--- config.mk ---
export PLATFORM = sky130hd
export DESIGN_NAME = key_debounce_event_fifo_flat
export DESIGN_NICKNAME = d
export VERILOG_FILES = /design/src/hw/rtl/kdef_pkg.sv /design/src/hw/rtl/kdef_chan_if.sv /design/src/hw/rtl/kdef_front.sv /design/src/hw/rtl/kdef_cmd_queue.sv /design/src/hw/rtl/kdef_back.sv /design/src/hw/rtl/key_debounce_event_fifo.sv /design/src/flat_wrapper.sv
export SDC_FILE = /design/constraint.sdc
export NUM_CORES = 1
export LEC_CHECK = 0
export BUFFER_PORTS_ARGS = -buffer_cell sky130_fd_sc_hd__buf_4
export CAP_MARGIN = 20
export CORE_UTILIZATION = 35
export CTS_BUF_LIST = sky130_fd_sc_hd__clkbuf_16
export DETAILED_ROUTE_END_ITERATION = 16
export GPL_ROUTABILITY_DRIVEN = 0
export GPL_TIMING_DRIVEN = 0
export PLACE_DENSITY = 0.56
export SETUP_SLACK_MARGIN = 0.4
export SLEW_MARGIN = 20
export SYNTH_ARGS = -nofsm -noshare
export SYNTH_HDL_FRONTEND = slang
export SYNTH_SLANG_ARGS = --single-unit
--- constraint.sdc ---
create_clock -name clk -period 6.9 [get_ports clk]
set_clock_uncertainty 0.1 [all_clocks]
set_input_delay 0.345 -clock clk [delete_from_list [all_inputs] [get_ports clk]]
set_output_delay 0.345 -clock clk [all_outputs]
set_load 0.03 [all_outputs]
--- src/hw/rtl/kdef_pkg.sv ---
// Shared types and constants for the key debounce and event queue block.
// No dependencies; every other file of the block imports this package.

package kdef_pkg;

  // Key set: three buttons, then stick up, down, left, right.
  localparam int NUM_KEYS    = 7;
  localparam int NUM_BUTTONS = 3;
  localparam int KEY_W       = 3;
  localparam int CODE_W      = 5;
  localparam int FILT_W      = 4;
  localparam int HOLD_W      = 16;
  localparam int REP_W       = 8;
  localparam int ADC_W       = 12;
  localparam int BTN_W       = 3;
  localparam int ACT_W       = 2;
  localparam int CFG_IDX_W   = 3;
  localparam int CFG_DATA_W  = 16;

  // Marker for "no key is the single active key" on a scan tick.
  localparam logic [KEY_W-1:0] NO_KEY = 3'd7;

  // Action codes of an input beat.
  localparam logic [ACT_W-1:0] ACT_SCAN  = 2'd0;
  localparam logic [ACT_W-1:0] ACT_READ  = 2'd1;
  localparam logic [ACT_W-1:0] ACT_CLEAR = 2'd2;

  // Configuration register indexes.
  localparam logic [CFG_IDX_W-1:0] CFG_BUTTON_LONG   = 3'd0;
  localparam logic [CFG_IDX_W-1:0] CFG_BUTTON_REPEAT = 3'd1;
  localparam logic [CFG_IDX_W-1:0] CFG_STICK_LONG    = 3'd2;
  localparam logic [CFG_IDX_W-1:0] CFG_STICK_REPEAT  = 3'd3;
  localparam logic [CFG_IDX_W-1:0] CFG_STICK_LOW     = 3'd4;
  localparam logic [CFG_IDX_W-1:0] CFG_STICK_HIGH    = 3'd5;

  // Configuration reset values.
  localparam logic [HOLD_W-1:0] RST_BUTTON_LONG   = 16'd100;
  localparam logic [REP_W-1:0]  RST_BUTTON_REPEAT = 8'd0;
  localparam logic [HOLD_W-1:0] RST_STICK_LONG    = 16'd50;
  localparam logic [REP_W-1:0]  RST_STICK_REPEAT  = 8'd6;
  localparam logic [ADC_W-1:0]  RST_STICK_LOW     = 12'd12;
  localparam logic [ADC_W-1:0]  RST_STICK_HIGH    = 12'd3971;

  typedef struct packed {
    logic [HOLD_W-1:0] button_long_time;
    logic [REP_W-1:0]  button_repeat_period;
    logic [HOLD_W-1:0] stick_long_time;
    logic [REP_W-1:0]  stick_repeat_period;
    logic [ADC_W-1:0]  stick_low_threshold;
    logic [ADC_W-1:0]  stick_high_threshold;
  } cfg_t;

  // Classified command handed from the front to the back.
  typedef struct packed {
    logic [ACT_W-1:0] action;
    logic [KEY_W-1:0] down_key;
  } cmd_t;

  // Release codes are 3*k+2 for the seven keys.
  function automatic logic is_release(input logic [CODE_W-1:0] code);
    logic rel;
    case (code)
      5'd2, 5'd5, 5'd8, 5'd11, 5'd14, 5'd17, 5'd20: rel = 1'b1;
      default: rel = 1'b0;
    endcase
    return rel;
  endfunction

endpackage

--- src/hw/rtl/kdef_chan_if.sv ---
// Valid/ready channel interfaces for the input beats and the result beats.
// Depends on kdef_pkg for field widths.

interface kdef_in_if import kdef_pkg::*; ();
  logic              valid;
  logic              ready;
  logic [ACT_W-1:0]  action;
  logic [BTN_W-1:0]  button_levels;
  logic [ADC_W-1:0]  stick_vertical;
  logic [ADC_W-1:0]  stick_horizontal;

  modport source (output valid, action, button_levels, stick_vertical, stick_horizontal,
                  input ready);
  modport sink   (input valid, action, button_levels, stick_vertical, stick_horizontal,
                  output ready);
endinterface

interface kdef_out_if import kdef_pkg::*; ();
  logic              valid;
  logic              ready;
  logic [CODE_W-1:0] key_code;
  logic              queue_empty;

  modport source (output valid, key_code, queue_empty, input ready);
  modport sink   (input valid, key_code, queue_empty, output ready);
endinterface

--- src/hw/rtl/kdef_front.sv ---
// Front end: takes input beats and classifies them into commands.
// Depends on kdef_pkg and the channel interfaces in kdef_chan_if.sv.

module kdef_front import kdef_pkg::*; (
  input  cfg_t           cfg,
  kdef_in_if.sink        in_ch,
  output logic           cmd_valid,
  output cmd_t           cmd,
  input  logic           cmd_ready
);

  logic [NUM_KEYS-1:0] active;
  logic [KEY_W-1:0]    which;
  logic [KEY_W-1:0]    count;

  // Raw activity of each key on this sample.
  always_comb begin
    active[0] = ~in_ch.button_levels[0];
    active[1] = ~in_ch.button_levels[1];
    active[2] = ~in_ch.button_levels[2];
    active[3] = in_ch.stick_vertical < cfg.stick_low_threshold;
    active[4] = in_ch.stick_vertical > cfg.stick_high_threshold;
    active[5] = in_ch.stick_horizontal < cfg.stick_low_threshold;
    active[6] = in_ch.stick_horizontal > cfg.stick_high_threshold;
  end

  // A key is down only when it is the one active key of all seven.
  always_comb begin
    count = '0;
    which = '0;
    for (int k = 0; k < NUM_KEYS; k++) begin
      if (active[k]) begin
        count = count + 1'b1;
        which = KEY_W'(k);
      end
    end
  end

  assign cmd.action   = in_ch.action;
  assign cmd.down_key = (count == KEY_W'(1)) ? which : NO_KEY;
  assign cmd_valid    = in_ch.valid;
  assign in_ch.ready  = cmd_ready;

endmodule

--- src/hw/rtl/kdef_cmd_queue.sv ---
// Two-entry command queue between the classifier and the key/queue engine.
// Depends on kdef_pkg for the command type.

module kdef_cmd_queue import kdef_pkg::*; (
  input  logic clk,
  input  logic rst_n,
  input  logic push_valid,
  input  cmd_t push_cmd,
  output logic push_ready,
  output logic pop_valid,
  output cmd_t pop_cmd,
  input  logic pop_ready
);

  cmd_t       slot_r [2];
  logic       head_r;
  logic [1:0] count_r;
  logic       do_push;
  logic       do_pop;
  logic       tail;

  assign push_ready = (count_r != 2'd2);
  assign pop_valid  = (count_r != 2'd0);
  assign pop_cmd    = slot_r[head_r];
  assign do_push    = push_valid && push_ready;
  assign do_pop     = pop_valid && pop_ready;
  assign tail       = head_r ^ count_r[0];

  // Control: head index and fill count.
  always_ff @(posedge clk) begin
    if (!rst_n) begin
      head_r  <= 1'b0;
      count_r <= 2'd0;
    end else begin
      if (do_pop) begin
        head_r <= ~head_r;
      end
      count_r <= count_r + {1'b0, do_push} - {1'b0, do_pop};
    end
  end

  // Payload slots.
  always_ff @(posedge clk) begin
    if (do_push) begin
      slot_r[tail] <= push_cmd;
    end
  end

endmodule

--- src/hw/rtl/kdef_back.sv ---
// Back end: walks the seven keys serially on a scan, runs the event memory
// and holds the result register. Depends on kdef_pkg and kdef_chan_if.sv.

module kdef_back import kdef_pkg::*; #(
  parameter int FILTER_TICKS = 5,
  parameter int QUEUE_DEPTH  = 16
) (
  input  logic     clk,
  input  logic     rst_n,
  input  cfg_t     cfg,
  input  logic     cmd_valid,
  input  cmd_t     cmd,
  output logic     cmd_ready,
  kdef_out_if.source out_ch
);

  localparam int PTR_W = $clog2(QUEUE_DEPTH);
  localparam logic [PTR_W-1:0]  LAST_PTR = PTR_W'(QUEUE_DEPTH - 1);
  localparam logic [FILT_W-1:0] FILT_LO  = FILT_W'(FILTER_TICKS);
  localparam logic [FILT_W-1:0] FILT_HI  = FILT_W'(2 * FILTER_TICKS);
  localparam logic [FILT_W-1:0] FILT_RST = FILT_W'(FILTER_TICKS / 2);
  localparam logic [KEY_W-1:0]  LAST_KEY = KEY_W'(NUM_KEYS - 1);

  localparam logic [2:0] ST_IDLE   = 3'd0;
  localparam logic [2:0] ST_SCAN   = 3'd1;
  localparam logic [2:0] ST_PEND   = 3'd2;
  localparam logic [2:0] ST_RDMEM  = 3'd3;
  localparam logic [2:0] ST_RESULT = 3'd4;

  function automatic logic [PTR_W-1:0] next_ptr(input logic [PTR_W-1:0] p);
    return (p == LAST_PTR) ? '0 : p + 1'b1;
  endfunction

  // Per-key debounce state.
  logic [FILT_W-1:0] filt_r    [NUM_KEYS];
  logic              pressed_r [NUM_KEYS];
  logic [HOLD_W-1:0] hold_r    [NUM_KEYS];
  logic [REP_W-1:0]  rep_r     [NUM_KEYS];

  // Event memory and its pointers.
  logic [CODE_W-1:0] mem [QUEUE_DEPTH];
  logic [CODE_W-1:0] rd_data_r;
  logic [PTR_W-1:0]  rd_ptr_r, rd_ptr_nxt;
  logic [PTR_W-1:0]  wr_ptr_r, wr_ptr_nxt;
  logic              cleared_r, cleared_nxt;

  // Sequencer.
  logic [2:0]        state_r, state_nxt;
  logic [KEY_W-1:0]  key_r, key_nxt;
  logic [KEY_W-1:0]  down_r, down_nxt;
  logic [CODE_W-1:0] pend_r, pend_nxt;
  logic [CODE_W-1:0] res_r, res_nxt;

  // Result register.
  logic              out_valid_r, out_valid_nxt;
  logic [CODE_W-1:0] out_code_r, out_code_nxt;
  logic              out_empty_r, out_empty_nxt;

  // Key step signals.
  logic              key_we;
  logic [FILT_W-1:0] f_cur, f_nxt;
  logic              p_cur, p_nxt;
  logic [HOLD_W-1:0] h_cur, h_nxt, h_inc;
  logic [REP_W-1:0]  r_cur, r_nxt, r_inc;
  logic [HOLD_W-1:0] long_time;
  logic [REP_W-1:0]  period;
  logic [CODE_W-1:0] base;
  logic              key_down;
  logic              last_key;
  logic              a_valid, b_valid;
  logic [CODE_W-1:0] a_code, b_code;

  // Memory push port.
  logic              push_en;
  logic [CODE_W-1:0] push_code;
  logic              full;
  logic              do_push;
  logic              mem_rd_en;
  logic [CODE_W-1:0] rd_code;

  assign f_cur     = filt_r[key_r];
  assign p_cur     = pressed_r[key_r];
  assign h_cur     = hold_r[key_r];
  assign r_cur     = rep_r[key_r];
  assign h_inc     = h_cur + 1'b1;
  assign r_inc     = r_cur + 1'b1;
  assign long_time = (key_r < KEY_W'(NUM_BUTTONS)) ? cfg.button_long_time
                                                    : cfg.stick_long_time;
  assign period    = (key_r < KEY_W'(NUM_BUTTONS)) ? cfg.button_repeat_period
                                                    : cfg.stick_repeat_period;
  assign base      = (CODE_W'(key_r) << 1) + CODE_W'(key_r);
  assign key_down  = (down_r == key_r);
  assign last_key  = (key_r == LAST_KEY);
  assign full      = (next_ptr(wr_ptr_r) == rd_ptr_r);
  assign do_push   = push_en && !full;
  assign rd_code   = (is_release(rd_data_r) && cleared_r) ? '0 : rd_data_r;

  // Debounce, long press and repeat update for the key under the walker.
  always_comb begin
    f_nxt   = f_cur;
    p_nxt   = p_cur;
    h_nxt   = h_cur;
    r_nxt   = r_cur;
    a_valid = 1'b0;
    b_valid = 1'b0;
    a_code  = base + CODE_W'(1);
    b_code  = base + CODE_W'(3);
    if (key_down) begin
      if (f_cur < FILT_LO) begin
        f_nxt = FILT_LO;
      end else if (f_cur < FILT_HI) begin
        f_nxt = f_cur + 1'b1;
      end else begin
        if (!p_cur) begin
          p_nxt   = 1'b1;
          a_valid = 1'b1;
        end
        if (long_time != '0) begin
          if (h_cur < long_time) begin
            h_nxt   = h_inc;
            b_valid = (h_inc == long_time);
          end else if (period != '0) begin
            // Repeat reuses the press code.
            if (r_inc >= period) begin
              r_nxt   = '0;
              b_valid = 1'b1;
              b_code  = base + CODE_W'(1);
            end else begin
              r_nxt = r_inc;
            end
          end
        end
      end
    end else begin
      if (f_cur > FILT_LO) begin
        f_nxt = FILT_LO;
      end else if (f_cur != '0) begin
        f_nxt = f_cur - 1'b1;
      end else if (p_cur) begin
        p_nxt   = 1'b0;
        a_valid = 1'b1;
        a_code  = base + CODE_W'(2);
      end
      h_nxt = '0;
      r_nxt = '0;
    end
  end

  // Sequencer: one command at a time, one key per cycle save for pend steps.
  always_comb begin
    state_nxt     = state_r;
    key_nxt       = key_r;
    down_nxt      = down_r;
    pend_nxt      = pend_r;
    res_nxt       = res_r;
    rd_ptr_nxt    = rd_ptr_r;
    wr_ptr_nxt    = do_push ? next_ptr(wr_ptr_r) : wr_ptr_r;
    cleared_nxt   = cleared_r;
    out_valid_nxt = out_valid_r && !out_ch.ready;
    out_code_nxt  = out_code_r;
    out_empty_nxt = out_empty_r;
    cmd_ready     = 1'b0;
    key_we        = 1'b0;
    push_en       = 1'b0;
    push_code     = a_code;
    mem_rd_en     = 1'b0;
    case (state_r)
      ST_IDLE: begin
        cmd_ready = 1'b1;
        if (cmd_valid) begin
          down_nxt = cmd.down_key;
          res_nxt  = '0;
          case (cmd.action)
            ACT_SCAN: begin
              key_nxt   = '0;
              state_nxt = ST_SCAN;
            end
            ACT_READ: begin
              if (rd_ptr_r != wr_ptr_r) begin
                mem_rd_en = 1'b1;
                state_nxt = ST_RDMEM;
              end else begin
                state_nxt = ST_RESULT;
              end
            end
            ACT_CLEAR: begin
              rd_ptr_nxt  = wr_ptr_r;
              cleared_nxt = 1'b1;
              state_nxt   = ST_RESULT;
            end
            default: begin
              state_nxt = ST_RESULT;
            end
          endcase
        end
      end
      ST_SCAN: begin
        key_we = 1'b1;
        if (a_valid && b_valid) begin
          // Press and long press in one tick: the second code waits in pend_r.
          push_en   = 1'b1;
          pend_nxt  = b_code;
          state_nxt = ST_PEND;
        end else begin
          push_en   = a_valid || b_valid;
          push_code = a_valid ? a_code : b_code;
          key_nxt   = key_r + 1'b1;
          state_nxt = last_key ? ST_RESULT : ST_SCAN;
        end
      end
      ST_PEND: begin
        push_en   = 1'b1;
        push_code = pend_r;
        key_nxt   = key_r + 1'b1;
        state_nxt = last_key ? ST_RESULT : ST_SCAN;
      end
      ST_RDMEM: begin
        res_nxt     = rd_code;
        rd_ptr_nxt  = next_ptr(rd_ptr_r);
        cleared_nxt = 1'b0;
        state_nxt   = ST_RESULT;
      end
      ST_RESULT: begin
        if (!out_valid_r || out_ch.ready) begin
          out_valid_nxt = 1'b1;
          out_code_nxt  = res_r;
          out_empty_nxt = (rd_ptr_r == wr_ptr_r);
          state_nxt     = ST_IDLE;
        end
      end
      default: begin
        state_nxt = ST_IDLE;
      end
    endcase
  end

  // Control registers and per-key state.
  always_ff @(posedge clk) begin
    if (!rst_n) begin
      state_r     <= ST_IDLE;
      rd_ptr_r    <= '0;
      wr_ptr_r    <= '0;
      cleared_r   <= 1'b1;
      out_valid_r <= 1'b0;
      for (int k = 0; k < NUM_KEYS; k++) begin
        filt_r[k]    <= FILT_RST;
        pressed_r[k] <= 1'b0;
        hold_r[k]    <= '0;
        rep_r[k]     <= '0;
      end
    end else begin
      state_r     <= state_nxt;
      rd_ptr_r    <= rd_ptr_nxt;
      wr_ptr_r    <= wr_ptr_nxt;
      cleared_r   <= cleared_nxt;
      out_valid_r <= out_valid_nxt;
      if (key_we) begin
        filt_r[key_r]    <= f_nxt;
        pressed_r[key_r] <= p_nxt;
        hold_r[key_r]    <= h_nxt;
        rep_r[key_r]     <= r_nxt;
      end
    end
  end

  // Payload registers.
  always_ff @(posedge clk) begin
    key_r       <= key_nxt;
    down_r      <= down_nxt;
    pend_r      <= pend_nxt;
    res_r       <= res_nxt;
    out_code_r  <= out_code_nxt;
    out_empty_r <= out_empty_nxt;
  end

  // Event memory: one write port, one registered read port.
  always_ff @(posedge clk) begin
    if (do_push) begin
      mem[wr_ptr_r] <= push_code;
    end
    if (mem_rd_en) begin
      rd_data_r <= mem[rd_ptr_r];
    end
  end

  assign out_ch.valid       = out_valid_r;
  assign out_ch.key_code    = out_code_r;
  assign out_ch.queue_empty = out_empty_r;

  // A code offered while the queue is full must not move the write pointer.
  a_full_drop: assert property (@(posedge clk) disable iff (!rst_n)
    push_en && full |=> $stable(wr_ptr_r))
    else $error("write pointer moved on a full queue");

  // The debounce counter stays within its hysteresis band.
  a_filt_range: assert property (@(posedge clk) disable iff (!rst_n)
    state_r == ST_SCAN |-> f_cur <= FILT_HI)
    else $error("filter count beyond twice the filter time");

  // A result is loaded only from the result state and only into a free slot.
  a_out_load: assert property (@(posedge clk) disable iff (!rst_n)
    out_valid_r && !out_ch.ready |=> $stable(out_code_r) && $stable(out_empty_r))
    else $error("result overwritten while waiting");

  // Popping a command is only possible while the engine is idle.
  a_cmd_pop: assert property (@(posedge clk) disable iff (!rst_n)
    cmd_valid && cmd_ready |-> state_r == ST_IDLE)
    else $error("command taken while busy");

endmodule

--- src/hw/rtl/key_debounce_event_fifo.sv ---
// Seven-key scanner with debouncing, long press, auto repeat and an event queue.
// Every input beat (scan tick, read or clear) gives exactly one result beat.
// A read of a non-empty queue passes through the memory read state to the
// result state; a scan tick walks the seven keys in the serial debounce
// engine, with an extra pend step for each key that queues a press and a
// long press on the same tick, since the event memory has a single write
// port. A two-entry command queue lets input beats be taken while the engine
// works or a result waits. The event queue holds QUEUE_DEPTH-1 codes; codes
// produced while it is full are dropped. There is no clearing pass after reset.

module key_debounce_event_fifo import kdef_pkg::*; #(
  parameter int FILTER_TICKS = 5,
  parameter int QUEUE_DEPTH  = 16
) (
  input  logic                  clk,
  input  logic                  rst_n,
  input  logic                  cfg_we,
  input  logic [CFG_IDX_W-1:0]  cfg_index,
  input  logic [CFG_DATA_W-1:0] cfg_wdata,
  kdef_in_if.sink               in_ch,
  kdef_out_if.source            out_ch
);

  cfg_t cfg_r;
  logic fq_valid, fq_ready;
  cmd_t fq_cmd;
  logic qb_valid, qb_ready;
  cmd_t qb_cmd;

  // Configuration registers.
  always_ff @(posedge clk) begin
    if (!rst_n) begin
      cfg_r.button_long_time     <= RST_BUTTON_LONG;
      cfg_r.button_repeat_period <= RST_BUTTON_REPEAT;
      cfg_r.stick_long_time      <= RST_STICK_LONG;
      cfg_r.stick_repeat_period  <= RST_STICK_REPEAT;
      cfg_r.stick_low_threshold  <= RST_STICK_LOW;
      cfg_r.stick_high_threshold <= RST_STICK_HIGH;
    end else if (cfg_we) begin
      case (cfg_index)
        CFG_BUTTON_LONG:   cfg_r.button_long_time     <= cfg_wdata;
        CFG_BUTTON_REPEAT: cfg_r.button_repeat_period <= cfg_wdata[REP_W-1:0];
        CFG_STICK_LONG:    cfg_r.stick_long_time      <= cfg_wdata;
        CFG_STICK_REPEAT:  cfg_r.stick_repeat_period  <= cfg_wdata[REP_W-1:0];
        CFG_STICK_LOW:     cfg_r.stick_low_threshold  <= cfg_wdata[ADC_W-1:0];
        CFG_STICK_HIGH:    cfg_r.stick_high_threshold <= cfg_wdata[ADC_W-1:0];
        default: ;
      endcase
    end
  end

  kdef_front u_front (
    .cfg       (cfg_r),
    .in_ch     (in_ch),
    .cmd_valid (fq_valid),
    .cmd       (fq_cmd),
    .cmd_ready (fq_ready)
  );

  kdef_cmd_queue u_queue (
    .clk        (clk),
    .rst_n      (rst_n),
    .push_valid (fq_valid),
    .push_cmd   (fq_cmd),
    .push_ready (fq_ready),
    .pop_valid  (qb_valid),
    .pop_cmd    (qb_cmd),
    .pop_ready  (qb_ready)
  );

  kdef_back #(
    .FILTER_TICKS (FILTER_TICKS),
    .QUEUE_DEPTH  (QUEUE_DEPTH)
  ) u_back (
    .clk       (clk),
    .rst_n     (rst_n),
    .cfg       (cfg_r),
    .cmd_valid (qb_valid),
    .cmd       (qb_cmd),
    .cmd_ready (qb_ready),
    .out_ch    (out_ch)
  );

endmodule
--- src/flat_wrapper.sv ---
// flat-port wrapper written by rule: the top's interface ports become plain ports
module key_debounce_event_fifo_flat import kdef_pkg::*;
#(
  parameter int FILTER_TICKS = 5,
  parameter int QUEUE_DEPTH  = 16
)
  (clk, rst_n, cfg_we, cfg_index, cfg_wdata, in_ch_valid, in_ch_action, in_ch_button_levels, in_ch_stick_vertical, in_ch_stick_horizontal, in_ch_ready, out_ch_valid, out_ch_key_code, out_ch_queue_empty, out_ch_ready);
  kdef_in_if in_ch_i ();
  kdef_out_if out_ch_i ();
  input  logic clk;
  input  logic rst_n;
  input  logic cfg_we;
  input  logic [CFG_IDX_W-1:0] cfg_index;
  input  logic [CFG_DATA_W-1:0] cfg_wdata;
  input wire logic [$bits(in_ch_i.valid)-1:0] in_ch_valid;
  input wire logic [$bits(in_ch_i.action)-1:0] in_ch_action;
  input wire logic [$bits(in_ch_i.button_levels)-1:0] in_ch_button_levels;
  input wire logic [$bits(in_ch_i.stick_vertical)-1:0] in_ch_stick_vertical;
  input wire logic [$bits(in_ch_i.stick_horizontal)-1:0] in_ch_stick_horizontal;
  output wire logic [$bits(in_ch_i.ready)-1:0] in_ch_ready;
  output wire logic [$bits(out_ch_i.valid)-1:0] out_ch_valid;
  output wire logic [$bits(out_ch_i.key_code)-1:0] out_ch_key_code;
  output wire logic [$bits(out_ch_i.queue_empty)-1:0] out_ch_queue_empty;
  input wire logic [$bits(out_ch_i.ready)-1:0] out_ch_ready;
  assign in_ch_i.valid = in_ch_valid;
  assign in_ch_i.action = in_ch_action;
  assign in_ch_i.button_levels = in_ch_button_levels;
  assign in_ch_i.stick_vertical = in_ch_stick_vertical;
  assign in_ch_i.stick_horizontal = in_ch_stick_horizontal;
  assign in_ch_ready = in_ch_i.ready;
  assign out_ch_valid = out_ch_i.valid;
  assign out_ch_key_code = out_ch_i.key_code;
  assign out_ch_queue_empty = out_ch_i.queue_empty;
  assign out_ch_i.ready = out_ch_ready;
  key_debounce_event_fifo #(.FILTER_TICKS(FILTER_TICKS), .QUEUE_DEPTH(QUEUE_DEPTH)) u_core (.clk(clk), .rst_n(rst_n), .cfg_we(cfg_we), .cfg_index(cfg_index), .cfg_wdata(cfg_wdata), .in_ch(in_ch_i), .out_ch(out_ch_i));
endmodule
## Word-level counts from Yosys, hierarchy flattened

Memory sizes are Yosys's and may differ from the RTL's. A register that Yosys moved wholly into a read port is not among the register bits.
Index checks and enable logic that the tools add are counted.

- Add/subtract/negate cells: 19
- Magnitude comparators: 10
- Eq/ne operators: 33
- Muxes and demuxes: 125
- Bitwise gates (word level): 2
- Reduce and logical (&&, ||, !) cells: 38

Operator list:

| operator | count |
|---|---|
| $mux W16 | 7 |
| $mux W3 | 28 |
| $mux W5 | 15 |
| $mux W8 | 9 |
| $mux W1 | 48 |
| $mux W4 | 10 |
| $gt A12 B12 Y1 | 2 |
| $lt A12 B12 Y1 | 2 |
| $reduce_and A2 Y1 | 11 |
| $add A3 B1 Y3 const B | 7 |
| $pmux W5 S2 | 2 |
| $add A16 B1 Y16 const B | 1 |
| $eq A16 B16 Y1 | 1 |
| $lt A16 B16 Y1 | 1 |
| $reduce_bool A16 Y1 | 1 |
| $reduce_or A16 Y1 | 1 |
| $eq A5 B4 Y1 const B | 3 |
| $pmux W3 S5 | 1 |
| $add A4 B1 Y4 const B | 3 |
| $eq A3 B2 Y1 const B | 4 |
| $eq A3 B3 Y1 const B | 4 |
| $add A5 B2 Y5 const B | 2 |
| $eq A5 B5 Y1 const B | 2 |
| $eq A3 B1 Y1 const B | 3 |
| other kinds (42) | 59 |

- Register bits after elaboration: 110
- RAM bits: 293
- Bits of input ports: 53
- Output and inout port bits: 8
- Word-level logic and storage cells: 252
- Memories: 6

Memory list:

| name | depth | bits a word | read ports | clocked after Yosys merged registers in | write ports | RTL line | source |
|---|---|---|---|---|---|---|---|
| u_core.u_back.hold_r | 7 | 16 | 1 | 1 | 7 | kdef_back.sv:37 | `logic [HOLD_W-1:0] hold_r [NUM_KEYS];` |
| u_core.u_back.mem | 16 | 5 | 1 | 1 | 1 | kdef_back.sv:41 | `logic [CODE_W-1:0] mem [QUEUE_DEPTH];` |
| u_core.u_back.rep_r | 7 | 8 | 1 | 1 | 7 | kdef_back.sv:38 | `logic [REP_W-1:0] rep_r [NUM_KEYS];` |
| u_core.u_back.filt_r | 7 | 4 | 1 | 1 | 7 | kdef_back.sv:35 | `logic [FILT_W-1:0] filt_r [NUM_KEYS];` |
| u_core.u_queue.slot_r | 2 | 5 | 1 | 1 | 1 | kdef_cmd_queue.sv:15 | `cmd_t slot_r [2];` |
| u_core.u_back.pressed_r | 7 | 1 | 1 | 1 | 7 | kdef_back.sv:36 | `logic pressed_r [NUM_KEYS];` |

## Logic depth before layout (Yosys ltp)

Gate-level depths: netlist (run 1).

- Depth after elaboration: 16
- Depth in mapped cells: 22
- Depth with buffers taken out: 22

## Modules after synthesis

Synthesis (run 1) repeated with hierarchy kept, for this count alone.

- Cell total of the unflattened synthesis: 1,955
- Area total of the unflattened synthesis: 23,223.5 um^2

By module, submodules not included:

| module | instances | cells an instance | area each (um^2) | sequential area each (um^2) |
|---|---|---|---|---|
| kdef_back | 1 | 1,448 | 18,255.0 | 10,159.7 |
| key_debounce_event_fifo | 1 | 272 | 2,793.9 | 1,441.4 |
| kdef_front | 1 | 196 | 1,577.8 | 0.0 |
| kdef_cmd_queue | 1 | 39 | 596.8 | 380.4 |

## Worst setup path after synthesis (run 1)

OpenSTA, ideal clock, no wires.

- Kind: flip-flop to flip-flop
- From: register u_core.u_back.key_r[2]
- To: memory u_core.u_back.mem[0][1] (data pin)
- Library setup time: 330 ps
- Arrival: 5,481 ps
- Data required time: 6,470 ps
- Setup slack: 988 ps
- Cell stages (with the launch flop): 21
- Buffers on the path: 4
- Period minus slack after synthesis: 5,912 ps
- Cell sequence: edfxtp_1 -> buf_1 -> inv_1 -> ha_1 -> a21oi_1 -> buf_2 -> buf_2 -> buf_2 -> mux2_2 -> ha_1 -> nand2b_1 -> a21o_1 -> a21o_1 -> a21o_1 -> a21o_1 -> a2111oi_1 -> nor3_2 -> nor2_1 -> mux2i_1 -> a21oi_1 -> o21ai_0

- Longest elaborated chain between the ends: 13
- Elaborated cells on any way between the ends: 29
- Classes of those cells: 3 x order compare; 2 x eq/ne; 21 x mux; 3 x reduce/logical

RTL lines:

| what | RTL line | source |
|---|---|---|
| from (decl) | kdef_back.sv:49 | `logic [KEY_W-1:0] key_r, key_nxt;` |
| from (signal assigned) | kdef_back.sv:268 | `key_r <= key_nxt;` |
| $lt A3 B2 Y1 | kdef_back.sv:87, kdef_back.sv:89 |  |
| $mux W8 | kdef_back.sv:89 | `assign period = (key_r < KEY_W'(NUM_BUTTONS)) ? cfg.button_repeat_period` |
| $ge A8 B8 Y1 | kdef_back.sv:124 | `if (r_inc >= period) begin` |
| $mux W5 / $mux W1 (equally long branches) | kdef_back.sv:124 |  |
| $mux W5 / $mux W1 (equally long branches) | kdef_back.sv:122 | `end else if (period != '0) begin` |
| $mux W5 / $mux W1 (equally long branches) | kdef_back.sv:119 | `if (h_cur < long_time) begin` |
| $mux W5 / $mux W1 (equally long branches) | kdef_back.sv:118 | `if (long_time != '0) begin` |
| $mux W5 / $mux W1 (equally long branches) | kdef_back.sv:111 | `end else if (f_cur < FILT_HI) begin` |
| $mux W5 / $mux W1 (equally long branches) | kdef_back.sv:109 | `if (f_cur < FILT_LO) begin` |
| $mux W5 / $mux W1 (equally long branches) | kdef_back.sv:108 | `if (key_down) begin` |
| $mux W5 / $logic_and A1 B1 Y1 (equally long branches) | kdef_back.sv:206, kdef_back.sv:199 |  |
| $mux W5 | kdef_back.sv:199 | `if (a_valid && b_valid) begin` |
| $pmux W5 S2 (*) | kdef_back.sv:167 | `case (state_r)` |
| via u_core.u_back.push_code[1] | kdef_back.sv:75 | `logic [CODE_W-1:0] push_code;` |
| to (decl) | kdef_back.sv:41 |  |

Mark *: on every way through the listed nets, which the timed path passes. The rest lies on a longest branch.

## Worst setup path in the final report (run 1)

- From: register u_core.u_back.key_r[2]
- To: memory u_core.u_back.mem[3][3], enable pin

- Longest elaborated chain between the ends: 16
- Elaborated cells on any way between the ends: 24
- Classes of those cells: 3 x order compare; 2 x eq/ne; 14 x mux; 5 x reduce/logical

RTL lines:

| what | RTL line | source |
|---|---|---|
| $lt A3 B2 Y1 | kdef_back.sv:87, kdef_back.sv:89 |  |
| $mux W8 | kdef_back.sv:89 |  |
| $ge A8 B8 Y1 | kdef_back.sv:124 |  |
| $mux W1 | kdef_back.sv:124 |  |
| $mux W1 | kdef_back.sv:122 |  |
| $mux W1 | kdef_back.sv:119 |  |
| $mux W1 | kdef_back.sv:118 |  |
| $mux W1 | kdef_back.sv:111 |  |
| $mux W1 | kdef_back.sv:109 |  |
| $mux W1 | kdef_back.sv:108 |  |
| $logic_or A1 B1 Y1 / $logic_and A1 B1 Y1 (equally long branches) | kdef_back.sv:205, kdef_back.sv:199 |  |
| $mux W1 (*) | kdef_back.sv:199 |  |
| $pmux W1 S2 (*) | kdef_back.sv:167 |  |
| $logic_and A1 B1 Y1 (*) | kdef_back.sv:95 | `assign do_push = push_en && !full;` |
| $mux W1 (*) | kdef_back.sv:278 | `if (do_push) begin` |
| $mux W1 (implied by the code) (*) | kdef_back.sv:279 | `mem[wr_ptr_r] <= push_code;` |

Every way passes the cells marked *; elsewhere a longest branch is shown, timed or not.

==> impl_summary.txt, run 1 <==
----------------------------------------------------
[Outcome]
  Result of the run ... finished clean

[GRT]
  Total grt overflow ... 0
  First-pass GRT wire length ... 96,800 um
  Global-route usage over all layers ... 19.2%
  Number of global-route vias before repair ... 16,200
  Largest net degree at the start of global routing ... 22
  Number of antenna violations at the first check in global routing ... 0

[Clock tree]
  Clk_lat worst skew ... 610 ps
  Htree depth ... 2
  Total clock sinks ... 441
  Clock Pin Slew Worst Setup and Hold Paths ... 60 ps
  Cts bufs inserted ... 47
  Root buffer selected by CTS ... sky130_fd_sc_hd__clkbuf_16
  Clock tree from TritonCTS ... yes
  Buffers from clock root to sink, at most ... 3

[Setup path]
  Critical path start-end classification ... reg2reg
  Start of the worst register-to-register path ... u_core.u_back.key_r[2]$_DFFE_PN_
  Critical Path RT ... 7040 ps
  Worst Setup End Kind ... flop
  Terminus of the critical flop-to-flop path ... u_core.u_back.mem[3][3]$_DFFE_PP_
  Worst Path Max Fanout ... 10
  Worst endpoint data arrival time ... 6300 ps
  Number of cells on the worst reg-to-reg path ... 19
  Kind of launch point of the worst setup path ... flop
  Flop2flop setup slack ... 740 ps

[Power]
  Share of power burned in the clock network ... 27.2%
  Net switching power of the design ... 3.06 mW
  Net switching fraction of the power ... 34.9%
  Leakage component of the power ... 9.75 nW
  Power density normalized to cell area ... 334 nW/um^2
  Internal power ... 5.71 mW
  Share of power burned in registers ... 36.2%
  Overall power after layout ... 8.77 mW
  Maximum ir drop on the vdd rail ... 0.000249 V
  Combinational power share ... 36.6%

[Finish]
  Final standard cell count with taps included and fillers excluded ... 3,003
  Most common cell after layout, fill and taps aside ... sky130_fd_sc_hd__edfxtp_1
  Proportion of layout cells with a drive suffix above 1 ... 14.4%
  Final cell utilization of the core ... 40.8%
  Highest-count cells in the layout ignoring fill and taps ... sky130_fd_sc_hd__edfxtp_1 (315), sky130_fd_sc_hd__nand2_1 (255), sky130_fd_sc_hd__nor2_1 (196)
  Area grow syn2layout ... 15.5%
  Final net count ... 2,259

[Floorplan]
  Die Height ... 257 um
  Initial Utilization ... 35.3%
  Die area ... 66,000 sq um
  Core area ... 64,300 sq um
  Chip width ... 257 um
  Num rows ... 93
  Total I/O pin count ... 61

[STA]
  Slew Viols, Final ... 0
  Worst Slack Setup Final ... 741 ps
  Final worst-path cycle share ... 89.3%
  Unrepaired setup endpoints after global routing ... false
  Least-Margin Pin Slew ... 1070 ps
  Total of endpoints with negative setup slack in the final report ... 0
  Fmax achieved ... 0.162 GHz
  Max transition margin ... 28.8%
  Time the worst path needs with I/O delays and setup ... 6160 ps
  Final hold violation count ... 0

[Synth]
  Share of synthesized area occupied by flip-flops and latches ... 52.7%
  Post-synthesis compound-gate area fraction ... 8.72%
  FF+latch count, synth ... 441
  Post-synthesis instance area ... 22,700 sq um
  Biggest area consumer among synthesized cells ... sky130_fd_sc_hd__edfxtp_1
  Post-synthesis share of cell area spent on full adders, half adders and majority gates ... 5.43%
  Post-synth EDFFs ... 315
  Post-synthesis cell count ... 1,961
  Average cell area after synthesis ... 11.6 sq um
  Cells taking the most area after synthesis ... sky130_fd_sc_hd__edfxtp_1 (42%), sky130_fd_sc_hd__dfxtp_1 (11%), sky130_fd_sc_hd__mux4_2 (6.8%)
  Dominant combinational cell family by area after synthesis ... simple AND/OR/NAND/NOR gates
  Post-synth top area share ... 41.6%
  Xor-xnor portion of the synthesized cell area ... 2.95%
  Number of distinct library cells after synthesis ... 89
  Post-synthesis simple-gate area fraction ... 14.2%
  Top flip-flop cell by instance count after synthesis ... sky130_fd_sc_hd__edfxtp_1
  Asr flop ratio synth ... 0%
  Multiplexer fraction of the synthesized cell area ... 12.2%
  Synthesized netlist net count ... 2,112
  Number of synthesis warnings ... 0

[Detailed routing]
  Average via count per standard cell ... 5.28
  Detail-routed net length per standard cell ... 21.0 um
  Detailed-route DRC error count ... 0
  1st-pass router iterations ... 7
  DRC violation total after the first TritonRoute iteration ... 1,235
  Number of nets with antenna violations after routing ... 0
  Final wirelength ... 63,100 um
  Via total after detailed routing ... 15,900

[Place]
  Worst setup timing slack at the placement stage ... -702 ps
  HPWL reported at the end of detailed placement ... 45,800 um
  Total of buffers placed on input and output ports ... 59
  Placed instance count ... 2,893

[Worst hold path]
  End point of the most critical hold path ... u_core.cfg_r[56]$_SDFFE_PN0P_
  Path category of the worst min-delay check ... in2reg
  Count of cells along the worst hold path ... 4
  Startpoint of the most critical hold path ... cfg_index[1]

[Run]
  Number of max-cap violations ... 0

----------------------------------------------------
==> through the flow <==
step	TNS [ps]	hold WS (ps)	cell area [sq um]
after floorplan	0	300	22700
after global placement	-95710	319	24200
after detailed placement	-47170	317	24500
after CTS	0	62.6	26200
after global routing	0	121	26300
final	0	108	26300
==> flip-flops by register name, indices dropped and copies added (netlist names), 4 cells and up, named ones only <==
signal and count:
u_core.u_back.wr_ptr_r 4, u_core.cfg_r 72, u_core.u_back.out_ch.key_code 5, u_core.u_back.hold_r 128, u_core.u_back.pressed_r 8, u_core.u_back.mem 80, u_core.u_back.res_r 5, u_core.u_back.rep_r 64
u_core.u_queue.slot_r 10, u_core.u_back.filt_r 32, u_core.u_back.rd_data_r 5, u_core.u_back.pend_r 5, u_core.u_back.rd_ptr_r 4
==> repair_timing <==
action / 4_1_cts / 5_1_grt
setup endpoints to repair: 168 / 159
resized for setup: 10 / 9
pin swaps: 2 / 1
setup buffers: 1 / 2
hold buffers: 18 / 0
hold endpoints to repair: 76 / 0
==> synthesized netlist by cell type (all sizes together), types with 22 or more instances <==
| library cell | count |
|---|---|
| clkbuf | 62 |
| ha | 97 |
| nand2 | 260 |
| edfxtp | 315 |
| nor2 | 196 |
| and2 | 42 |
| nand3 | 50 |
| mux2i | 64 |
| and3 | 23 |
| a21boi | 56 |
| mux4 | 83 |
| o21ai | 78 |
| a21o | 24 |
| buf | 32 |
| inv | 97 |
| xor2 | 22 |
| nor3 | 28 |
| dfxtp | 126 |
| xnor2 | 52 |
| a21oi | 44 |
==> kinds of logic after synthesis <==
group | after synthesis
mux | 163
compound gates | 294
simple gates | 698
fa+ha+maj | 98
xor+xnor | 75
buf+inv | 192
flops | 441
==> metal layers <==
| metal | vias up | share of wire [%] | track usage, % |
|---|---|---|---|
| met5 | - | 0 | 0 |
| met4 | 0 | 2.3 | 5.72 |
| met3 | 99 | 4.7 | 2.61 |
| met2 | 436 | 48 | 32.2 |
| met1 | 7897 | 45 | 25.8 |
| li1 | 7425 | - | - |
==> cell type report <==
class	instances	area, sq um
Clock inverter	39	230
Fill cell	6051	38100
Buffer	94	526
Timing Repair Buffer	98	855
Inverter	98	368
Sequential cell	441	12000
Multi-Input combinational cell	1328	9990
Clock buffer	49	1230
Antenna cell	1	2.50
Tap cell	855	1070
==> power by group through the flow <==
stage          Sequential (mW)  Combinational, mW  Clock (mW)
6_report                  3.18               3.21        2.39
5_1_grt                   3.19               3.48        2.53
4_1_cts                   3.18               3.18        2.44
3_5_place_dp              3.24               3.12           0
3_3_place_gp              3.24               3.04           0
2_1_floorplan             3.23               2.20           0
==> worst max-delay path by stage <==
| stage | from | to | slack (ps) | cells past startpoint |
|---|---|---|---|---|
| after floorplan | u_core.u_back.key_r[2]$_DFFE_PN_ | u_core.u_back.mem[0][1]$_DFFE_PP_ | 990 | 20 |
| after global placement | u_core.u_back.key_r[0]$_DFFE_PN_ | u_core.u_back.hold_r[5][4]$_DFFE_PP_ | -1730 | 3 |
| after detailed placement | u_core.u_back.key_r[2]$_DFFE_PN_ | u_core.u_back.mem[3][3]$_DFFE_PP_ | -700 | 20 |
| after CTS | flop | u_core.u_back.mem[5][2]$_DFFE_PP_ | 450 | 20 |
| after global routing | u_core.u_back.key_r[2]$_DFFE_PN_ | u_core.u_back.mem[11][2]$_DFFE_PP_ | 420 | 20 |
| final | u_core.u_back.key_r[2]$_DFFE_PN_ | u_core.u_back.mem[3][3]$_DFFE_PP_ | 740 | 19 |
==> worst max-delay path, cell delays in order (launching register included) <==
cell	delay [ps]
sky130_fd_sc_hd__edfxtp_1	390
sky130_fd_sc_hd__buf_2	260
sky130_fd_sc_hd__inv_1	170
sky130_fd_sc_hd__ha_1	220
sky130_fd_sc_hd__a21oi_1	140
sky130_fd_sc_hd__clkbuf_4	270
sky130_fd_sc_hd__buf_4	260
sky130_fd_sc_hd__mux2i_2	420
sky130_fd_sc_hd__ha_1	320
sky130_fd_sc_hd__a21o_1	180
sky130_fd_sc_hd__a21o_1	170
sky130_fd_sc_hd__a221oi_1	500
sky130_fd_sc_hd__o21ai_0	270
sky130_fd_sc_hd__nor3_4	370
sky130_fd_sc_hd__nand3_1	170
sky130_fd_sc_hd__nor4_1	330
sky130_fd_sc_hd__a31oi_2	330
sky130_fd_sc_hd__a21oi_2	340
sky130_fd_sc_hd__nand2_1	140
sky130_fd_sc_hd__nor3_2	440
Power figures use the tool's default switching activity.
==> run 2, diff against run 1 <==
Settings changed: ABC_AREA set to 1, CORE_MARGIN set to 2.
==> run 2 against run 1 <==
Against the previous run:
- wire length is 14% higher
- die area up 2.8%
- clock power increased by 5%
- total power increased by 20%
- register-to-register slack better by 80 ps
- design area grew 1.2%
- hold slack improved by 6.4 ps
- global-route usage is 1.8 points higher
- via count increased by 22%
- maximum frequency rose by 1.3%
- critical path depth grew 7
- sequential power grew 4%
- critical path type unchanged
- largest power group unchanged
- highest routed layer unchanged
==> impl_summary.txt, run 2 <==
----------------------------------------------------
[Clock tree]
  Buffers from clock root to sink, at most ... 3 (unchanged)
  Clock tree from TritonCTS ... yes
  Root buffer selected by CTS ... sky130_fd_sc_hd__clkbuf_16
  Clk_lat worst skew ... 610 ps (about the same)
  Total clock sinks ... 441 (unchanged)
  Clock Pin Slew Worst Setup and Hold Paths ... 60 ps (about the same)
  Number of buffers inserted by post-CTS setup repair ... 0 (-1)
  Cts bufs inserted ... 49 (+4.3%)
  Htree depth ... 2 (unchanged)

[STA]
  Time the worst path needs with I/O delays and setup ... 6080 ps (-81.3 ps)
  Total of endpoints with negative setup slack in the final report ... 0 (unchanged)
  Least-Margin Pin Slew ... 1170 ps (+105 ps)
  Unrepaired setup endpoints after global routing ... false
  Final hold violation count ... 0 (unchanged)
  Max transition margin ... 21.8% (-7.0 points)
  Final worst-path cycle share ... 88.1% (-1.2 points)
  Slew Viols, Final ... 0 (unchanged)
  Fmax achieved ... 0.165 GHz (+1.3%)

[Synth]
  Library cell with the highest instance count after synthesis ... sky130_fd_sc_hd__nand2_1
  Post-synth top area share ... 41.1% (-0.51 points)
  Post-synthesis instance area ... 23,000 sq um (+1.2%)
  Synthesized netlist net count ... 2,874 (+36%)
  Cells taking the most area after synthesis ... sky130_fd_sc_hd__edfxtp_1 (41%), sky130_fd_sc_hd__dfxtp_1 (11%), sky130_fd_sc_hd__nand2_1 (9.6%)
  Biggest area consumer among synthesized cells ... sky130_fd_sc_hd__edfxtp_1
  Cell types with the highest counts after synthesis ... sky130_fd_sc_hd__nand2_1 (587), sky130_fd_sc_hd__nor2_1 (440), sky130_fd_sc_hd__edfxtp_1 (315)
  FF+latch count, synth ... 441 (unchanged)
  Asr flop ratio synth ... 0% (unchanged)
  Top flip-flop cell by instance count after synthesis ... sky130_fd_sc_hd__edfxtp_1
  Number of distinct library cells after synthesis ... 50 (-44%)
  Post-synth EDFFs ... 315 (unchanged)
  Share of synthesized area occupied by flip-flops and latches ... 52.1% (-0.64 points)
  Average cell area after synthesis ... 8.45 sq um (-27%)
  Number of synthesis warnings ... 0 (unchanged)
  Post-synthesis cell count ... 2,723 (+39%)

[Run]
  Number of max-cap violations ... 0 (unchanged)

[Finish]
  Most common cell after layout, fill and taps aside ... sky130_fd_sc_hd__nand2_1
  Highest-count cells in the layout ignoring fill and taps ... sky130_fd_sc_hd__nand2_1 (582), sky130_fd_sc_hd__nor2_1 (437), sky130_fd_sc_hd__edfxtp_1 (315)
  Area grow syn2layout ... 15.5% (about the same)
  Final standard cell count with taps included and fillers excluded ... 3,778 (+26%)
  Flip-flop count of the largest register, all copies and words added ... 128 (unchanged)
  Largest registers in the final layout ... u_core.u_back.hold_r x128, u_core.u_back.mem x80, u_core.cfg_r x72
  FF+latch area ... 12,000 sq um (unchanged)
  Total inserted antenna cells ... 0 (-1)
  Register name with the most flops ... u_core.u_back.hold_r
  Final net count ... 3,024 (+34%)
  Cell area after layout ... 26,600 sq um (+1.2%)
  Area of the multi-input gates ... 9330 sq um (-6.6%)
  Proportion of layout cells with a drive suffix above 1 ... 8.61% (-5.8 points)
  Number of fill cells ... 6,608 (+9.2%)

[Floorplan]
  Core area ... 65,400 sq um (+1.6%)
  Die area ... 67,800 sq um (+2.8%)
  Num rows ... 94 (+1.1%)
  Chip width ... 260 um (+1.4%)
  Initial Utilization ... 35.2% (-0.13 points)
  Total I/O pin count ... 61 (unchanged)
  Die Height ... 260 um (+1.4%)

[Setup path]
  Number of cells on the worst reg-to-reg path ... 26 (+7)
  Number of stages on the worst setup path ... 26 (+7)
  Worst Path Max Fanout ... 10 (unchanged)
  Slowest cell delay on critical path ... 450 ps (-50 ps)
  Total buffers and inverters traversed by the critical path ... 7 (+3)
  CP Launch Point ... u_core.u_back.key_r[2]$_DFFE_PN_
  Critical path start-end classification ... reg2reg
  Crit path max-delay family ... simple AND/OR/NAND/NOR gates
  Critical path's most frequent cell ... sky130_fd_sc_hd__nand2_1
  Critical Path RT ... 7040 ps (about the same)
  Worst Setup End Kind ... flop
  Worst endpoint data arrival time ... 6220 ps (-80 ps)
  Worst-path cell with the longest stage delay ... sky130_fd_sc_hd__edfxtp_1
  Kind of launch point of the worst setup path ... flop
  Start of the worst register-to-register path ... u_core.u_back.key_r[2]$_DFFE_PN_

[GRT]
  First-pass GRT wire length ... 109,000 um (+13%)
  Total grt overflow ... 0 (unchanged)
  Largest net degree at the start of global routing ... 19 (-14%)
  Number of antenna violations at the first check in global routing ... 2 (+2)
  Global-route usage over all layers ... 21.0% (+1.8 points)
  Number of global-route vias before repair ... 18,800 (+16%)

[Detailed routing]
  DRC violation total after the first TritonRoute iteration ... 1,804 (+46%)
  Number of nets with antenna violations after routing ... 0 (unchanged)
  Detail-routed net length per standard cell ... 19.0 um (-9.6%)
  Average via count per standard cell ... 5.14 (-2.7%)
  Final wirelength ... 71,700 um (+14%)
  Via total after detailed routing ... 19,400 (+22%)
  Detailed-route DRC error count ... 0 (unchanged)
  1st-pass router iterations ... 6 (-1)

[Power]
  Maximum ir drop on the vdd rail ... 0.000212 V (-15%)
  Leakage component of the power ... 11.0 nW (+13%)
  Overall power after layout ... 10.5 mW (+20%)
  Power density normalized to cell area ... 395 nW/um^2 (+18%)

[Place]
  HPWL reported at the end of detailed placement ... 51,500 um (+12%)
  Total of buffers placed on input and output ports ... 60 (+1.7%)
  Cell Area, Placed ... 24,900 sq um (+1.5%)
  Placed instance count ... 3,667 (+27%)

[Worst hold path]
  Startpoint of the most critical hold path ... cfg_index[0]
  Count of cells along the worst hold path ... 4 (unchanged)
  Path category of the worst min-delay check ... in2reg

[Outcome]
  Result of the run ... finished clean

----------------------------------------------------
-- run 2: cell types whose count changed in the layout (fill, tap and decap cells not counted), sizes merged, moves of 34 or more --
cell	delta
a21oi	+72
mux2i	-55
mux4	-83
xnor2	-34
a21boi	-53
inv	+206
nor2	+254
nand2	+337
nand3	+141
and2	-39
o21ai	+141
-- run 2: cell families after synthesis --
kind of cell,after synthesis,share of synthesized area [%]
XOR/XNOR,39,1.48
multiplexers,12,0.538
adder cells (fa/ha/maj),98,5.36
flip-flops,441,52.1
AND/OR/NAND/NOR,1273,22.4
AO/OA/AOI/OAI,433,10.6
buffers and inverters,427,7.58
-- run 2: worst reg2reg max path, cell delays in order, from the launching register on --
cell and delay [ps]:
sky130_fd_sc_hd__edfxtp_1 450, sky130_fd_sc_hd__buf_2 240, sky130_fd_sc_hd__inv_2 110, sky130_fd_sc_hd__buf_2 230, sky130_fd_sc_hd__buf_2 350, sky130_fd_sc_hd__ha_1 210
sky130_fd_sc_hd__nand2_1 250, sky130_fd_sc_hd__nand2_1 250, sky130_fd_sc_hd__buf_2 260, sky130_fd_sc_hd__nand2_1 100, sky130_fd_sc_hd__nand2_1 210, sky130_fd_sc_hd__inv_1 150
sky130_fd_sc_hd__ha_1 320, sky130_fd_sc_hd__o211ai_1 80, sky130_fd_sc_hd__nand2_1 70, sky130_fd_sc_hd__nand2_1 50, sky130_fd_sc_hd__nand2_1 50, sky130_fd_sc_hd__a21oi_1 60
sky130_fd_sc_hd__o21ai_0 160, sky130_fd_sc_hd__a21boi_0 200, sky130_fd_sc_hd__nor2_1 380, sky130_fd_sc_hd__nand3b_1 390, sky130_fd_sc_hd__o211ai_2 250, sky130_fd_sc_hd__nand2_2 160
sky130_fd_sc_hd__clkinv_2 140, sky130_fd_sc_hd__nand2_2 120, sky130_fd_sc_hd__nor2_1 400
-- run 2: final timing paths --
kind	slack (ps)	end
setup / recovery	820	u_core.u_back.mem[0][0]$_DFFE_PP_
hold / removal	110	u_core.cfg_r[40]$_SDFFE_PN0P_
setup reg to reg	820	u_core.u_back.mem[0][0]$_DFFE_PP_
hold reg to reg	320	u_core.u_back.out_ch.key_code[1]$_DFFE_PP_
-- run 2: what timing repair did --
action | in CTS | in global routing
resized for setup | 0 | 2
endpoints found under the setup margin | 0 | 10
hold endpoints to repair | 61 | 0
hold buffers | 19 | 0
-- run 2: metal layers --
| metal | GRT usage, % | routed length (um) | vias to the layer above |
|---|---|---|---|
| met3 | 2.75 | 5520 | 123 |
| met4 | 7.73 | 2250 | 0 |
| li1 | - | - | 9339 |
| met2 | 33.9 | 32900 | 752 |
| met1 | 28.9 | 31000 | 9203 |
| met5 | 0 | 0 | - |
-- run 2: cell type report --
type	count	share of cell area, %
plain buffers	121	2.24
clock buffers	52	4.90
clock inverters	40	0.838
inverters	306	4.33
multi-input cells	1855	35.1
flip-flops and latches	441	45.1
well taps	864	4.07
repair buffers	99	3.45
-- run 2: report_power, final --
| part | internal, mW | leakage, nW | total, mW | switching (mW) |
|---|---|---|---|---|
| combinational | 1.42 | 6.13 | 4.70 | 3.28 |
| sequential | 3.23 | 4.09 | 3.31 | 0.0808 |
| clock | 1.40 | 0.818 | 2.50 | 1.10 |
| total | 6.05 | 11.0 | 10.5 | 4.46 |
-- run 2: through the flow --
step	TNS, ps	setup WS (ps)	utilization, %	hold WS [ps]
5_1_grt	0	412	40.6	126
2_1_floorplan	0	2250	-	300
6_report	0	822	40.6	115
3_5_place_dp	0	863	38.0	306
3_3_place_gp	-60440	-2090	37.5	308
4_1_cts	0	842	40.6	85.1
